### config.mk
export PLATFORM = sky130hd
export DESIGN_NAME = kct_ctrl
export DESIGN_NICKNAME = d
export VERILOG_FILES = /design/src/rtl/kct_pkg.sv /design/src/rtl/kct_ctrl.sv
export SDC_FILE = /design/constraint.sdc
export NUM_CORES = 1
export LEC_CHECK = 0
export ABC_AREA = 0
export BUFFER_PORTS_ARGS = -buffer_cell sky130_fd_sc_hd__buf_2
export CAP_MARGIN = 10
export CORE_AREA = 5 5 42 44
export CTS_CLUSTER_SIZE = 10
export DETAILED_ROUTE_END_ITERATION = 8
export DIE_AREA = 0 0 47 49
export HOLD_SLACK_MARGIN = 0.08
export SETUP_SLACK_MARGIN = 0.5
export SLEW_MARGIN = 20
export SYNTH_ARGS = -nofsm -noshare
export SYNTH_HDL_FRONTEND = slang
export SYNTH_SLANG_ARGS = --single-unit
### constraint.sdc
create_clock -name clk_i -period 3.5 [get_ports clk_i]
set_clock_uncertainty 0.05 [all_clocks]
set_input_delay 0.525 -clock clk_i [delete_from_list [all_inputs] [get_ports clk_i]]
set_output_delay 0.525 -clock clk_i [all_outputs]
set_load 0.02 [all_outputs]
### src/rtl/kct_pkg.sv
package kct_pkg;

  // Default sizes handed to the top level parameters.
  localparam int MaxKeyLenDef = 8;
  localparam int CountBitsDef = 32;

  // Key length after reset.
  localparam logic [3:0] KeyLenReset = 4'd8;

  // Command codes of an input item.
  typedef enum logic [2:0] {
    CMD_COUNT  = 3'd0,
    CMD_INC    = 3'd1,
    CMD_DEC    = 3'd2,
    CMD_WRITE  = 3'd3,
    CMD_READ   = 3'd4,
    CMD_STREAM = 3'd5
  } cmd_e;

  // Result status codes.
  localparam logic [1:0] StOk      = 2'd0;
  localparam logic [1:0] StSat     = 2'd1;
  localparam logic [1:0] StClamp   = 2'd2;
  localparam logic [1:0] StWinFill = 2'd3;

  // Controller states.
  typedef enum logic [2:0] {
    S_CLEAR,
    S_IDLE,
    S_WB1,
    S_RD2,
    S_WB2,
    S_HOLD
  } ctrl_state_e;

  // Commands from the controller to the datapath.
  typedef struct packed {
    logic clr_en;     // write zero at the clearing address
    logic accept;     // capture an input item and read its counter
    logic rd_rc;      // read the reverse complement counter
    logic wb;         // write back the updated counter
    logic phase2;     // write back belongs to the second update of a count
    logic load_now;   // load the output register from the write back result
    logic load_hold;  // load the output register from the held result
  } ctrl_cmd_t;

  // Status from the datapath to the controller.
  typedef struct packed {
    logic clr_last;   // clearing pass is at its last entry
    logic is_count;   // current item is a count command
    logic out_free;   // output register can take a result this cycle
  } ctrl_stat_t;

endpackage

### src/rtl/kct_ctrl.sv
module kct_ctrl import kct_pkg::*; (
  input  logic       clk_i,
  input  logic       rst_ni,
  input  logic       in_valid_i,
  output logic       in_stall_o,
  input  ctrl_stat_t stat_i,
  output ctrl_cmd_t  cmd_o
);

  ctrl_state_e state_q, state_d;

  // State register.
  always_ff @(posedge clk_i or negedge rst_ni) begin
    if (!rst_ni) begin
      state_q <= S_CLEAR;
    end else begin
      state_q <= state_d;
    end
  end

  // Next state.
  always_comb begin
    state_d = state_q;
    unique case (state_q)
      S_CLEAR: begin
        if (stat_i.clr_last) begin
          state_d = S_IDLE;
        end
      end
      S_IDLE: begin
        if (in_valid_i) begin
          state_d = S_WB1;
        end
      end
      S_WB1: begin
        if (stat_i.is_count) begin
          state_d = S_RD2;
        end else if (stat_i.out_free) begin
          state_d = S_IDLE;
        end else begin
          state_d = S_HOLD;
        end
      end
      S_RD2: begin
        state_d = S_WB2;
      end
      S_WB2: begin
        if (stat_i.out_free) begin
          state_d = S_IDLE;
        end else begin
          state_d = S_HOLD;
        end
      end
      S_HOLD: begin
        if (stat_i.out_free) begin
          state_d = S_IDLE;
        end
      end
      default: begin
        state_d = S_IDLE;
      end
    endcase
  end

  // Outputs decoded from the state.
  always_comb begin
    cmd_o      = '0;
    in_stall_o = 1'b1;
    unique case (state_q)
      S_CLEAR: begin
        cmd_o.clr_en = 1'b1;
      end
      S_IDLE: begin
        in_stall_o   = 1'b0;
        cmd_o.accept = in_valid_i;
      end
      S_WB1: begin
        cmd_o.wb       = 1'b1;
        cmd_o.load_now = !stat_i.is_count && stat_i.out_free;
      end
      S_RD2: begin
        cmd_o.rd_rc = 1'b1;
      end
      S_WB2: begin
        cmd_o.wb       = 1'b1;
        cmd_o.phase2   = 1'b1;
        cmd_o.load_now = stat_i.out_free;
      end
      S_HOLD: begin
        cmd_o.load_hold = stat_i.out_free;
      end
      default: begin
        cmd_o = '0;
      end
    endcase
  end

endmodule

==> flow_summary.json <==
{
  "synth_area_leaders": "dfrtp_1 (31%), or3b_1 (7.3%), nand3b_1 (6.2%)",
  "clockBufferDepth": 2,
  "htreeDepth": 1,
  "post-route-period-util_pct": 57.4,
  "worstSetupPathType": "reg -> out",
  "crit_slowest_cell": "dfrtp_1",
  "yosysSeqAreaShare_pct": 31.1,
  "regArea_um2": 75.1,
  "die_y_um": 49,
  "tns_ps": 0,
  "hold_viol_final": 0,
  "post-route-min-period_ps": 2010,
  "first_global_vias": 253,
  "path_clk_slew_ps": 40,
  "reg.largest.list": "state_q: 3 flops",
  "status": "completed",
  "path_max_fanout": 9,
  "grt_pass1_wl_mm": 1.06,
  "netlist.area_leader.share_pct": 31.1,
  "synth.yosys.warnings": 0,
  "grt_use_met2_pct": 9.28,
  "max_slew_margin_pct": 81.3,
  "grt_max_degree": 12,
  "clock_latency_ps": 230,
  "grt_setup_unrepaired": "no",
  "drv_cap": 0,
  "synth_cells": 28,
  "vdd_ir_drop_max_uv": 268,
  "powerDensity_nw_per_um2": 971,
  "cts.sinks": 3,
  "worst_setup_path_end_kind": "primary output",
  "setup_viol": 0,
  "nFillCells": 163,
  "cts_resized": 0,
  "drv_slew": 0,
  "fin_nets": 51,
  "via_count": 238,
  "hp-class": "in -> reg",
  "required_ps": 2920,
  "die_w_um": 47,
  "synth_edf_count": 0,
  "hold_ws_ps": 493,
  "synthToLayoutAreaGrowth_pct": 42.5,
  "top_usage_layer": "met2",
  "worstSetupStartpointType": "flop",
  "coreArea_um2": 1400,
  "largest_reg_flops": 3,
  "antenna_found_initial": 0,
  "post-synth-top-area-cell": "dfrtp_1",
  "synth_area_per_cell_um2": 8.62,
  "met1_usage_pct": 6.84,
  "grtUsageMet3_pct": 6.64,
  "portBuffers": 13,
  "grt_usage_pct": 6.77,
  "synth_ff_type": "dfrtp_1",
  "ios": 14,
  "synth_nets": 34,
  "start_util_pct": 17.2,
  "n_antenna_cell": 0,
  "leakagePower_nw": 0.170,
  "numCtsBuffers": 3,
  "wire_per_inst_um": 10.3,
  "ys_types": 21,
  "grt_overflow": 0,
  "fp-row-count": 14,
  "cts_tree": "yes",
  "critPathMaxStageDelay_ps": 460,
  "avgViaCountPerCell": 3.97,
  "ant_nets": 0,
  "fmax_mhz": 498,
  "drive_above_1_share_pct": 45.5,
  "wl_um": 618,
  "multi_input_area_um2": 140,
  "ys_async_sr_fraction_pct": 100,
  "max_flop_register": "state_q",
  "gp_congestion": 0.683,
  "synth_area_um2": 241,
  "dieArea_um2": 2300,
  "drt_iter0_markers": 5,
  "ys_seq_elements": 3,
  "drc_errors": 0,
  "first_pass_iters": 2,
  "tightest_slew_ps": 280,
  "root_buffer": "clkbuf_4",
  "arrival_ps": 1430,
  "crit_chain": "or3b_1, a21oi_2, buf_2"
}
==> final cells by class <==
class	instances	share of cell area, %
inverters	2	2.18
flip-flops and latches	3	21.8
repair buffers	14	21.8
multi-input cells	21	40.7
well taps	16	5.82
clock buffers	4	7.64
==> cell usage after synthesis (2+ instances only) <==
| master | instances |
|---|---|
| dfrtp_1 | 3 |
| nor3_1 | 2 |
| inv_1 | 2 |
| or3b_1 | 2 |
| a21oi_1 | 2 |
| nand3b_1 | 2 |
==> kinds of logic after synthesis <==
group           Yosys count  share of synthesized area [%]
simple gates             14                           38.3
compound gates            7                           19.7
buf+inv                   4                           10.9
flops                     3                           31.1
==> per-stage QoR <==
| step | utilization, % | area (um2) | setup slack (ps) | power (mW) | cells |
|---|---|---|---|---|---|
| 3_5_place_dp | 22.0 | 308 | 1610 | 0.275 | 55 |
| 6_report | 24.6 | 344 | 1490 | 0.334 | 60 |
| 3_3_place_gp | 22.0 | 308 | 1620 | 0.271 | 55 |
| 4_1_cts | 24.6 | 344 | 1470 | 0.342 | 60 |
| 2_1_floorplan | - | 241 | 1700 | 0.234 | 28 |
| 5_1_grt | 24.6 | 344 | 1410 | 0.367 | 60 |
==> per-layer routing <==
layer	part of all wire [%]	routed length, um
met5	0	0
met4	0	0
met3	10	64
met2	49	300
met1	41	253
==> where the power goes <==
part	switching, mW	internal (mW)	leakage (nW)	total (mW)
Clock	0.0192	0.0428	0.0150	0.0620
Combinational	0.100	0.0794	0.118	0.180
Sequential	0.0408	0.0518	0.0372	0.0926
==> layout by cell type, fill, tap and decap left out, drive strengths merged, types with 2 or more instances in the layout <==
cell type,n
nand3b,2
dfrtp,3
nor2,2
inv,2
nor3,2
nand2b,2
or3b,2
a21oi,3
clkbuf,4
buf,13
==> repair_timing <==
action | 4_1_cts | 5_1_grt
hold buffers | 1 | 0
hold endpoints to repair | 3 | 0
setup buffers | 0 | 0
==> worst max-delay path, delay by kind of cell (launching register included) <==
| family | cells | cell delay (ps) |
|---|---|---|
| AO/OA/AOI/OAI | 1 | 140 |
| buffers and inverters | 1 | 170 |
| flip-flops | 1 | 460 |
| AND/OR/NAND/NOR | 1 | 430 |
==> worst paths after layout <==
path / start / to / slack, ps / cells after the start
worst max-delay path: state_q[2] / cmd_o[1] / 1490 / 3
worst min-delay path: stat_i[0] / state_q[2] / 490 / 2
worst max register to register: state_q[1] / state_q[0] / 2310 / 2
worst min register to register: state_q[2] / state_q[1] / 550 / 1
max in group asynchronous: rst_ni / state_q[2] / 2720 / 2
min in group asynchronous: rst_ni / state_q[0] / 570 / 2
Power figures use the tool's default switching activity.
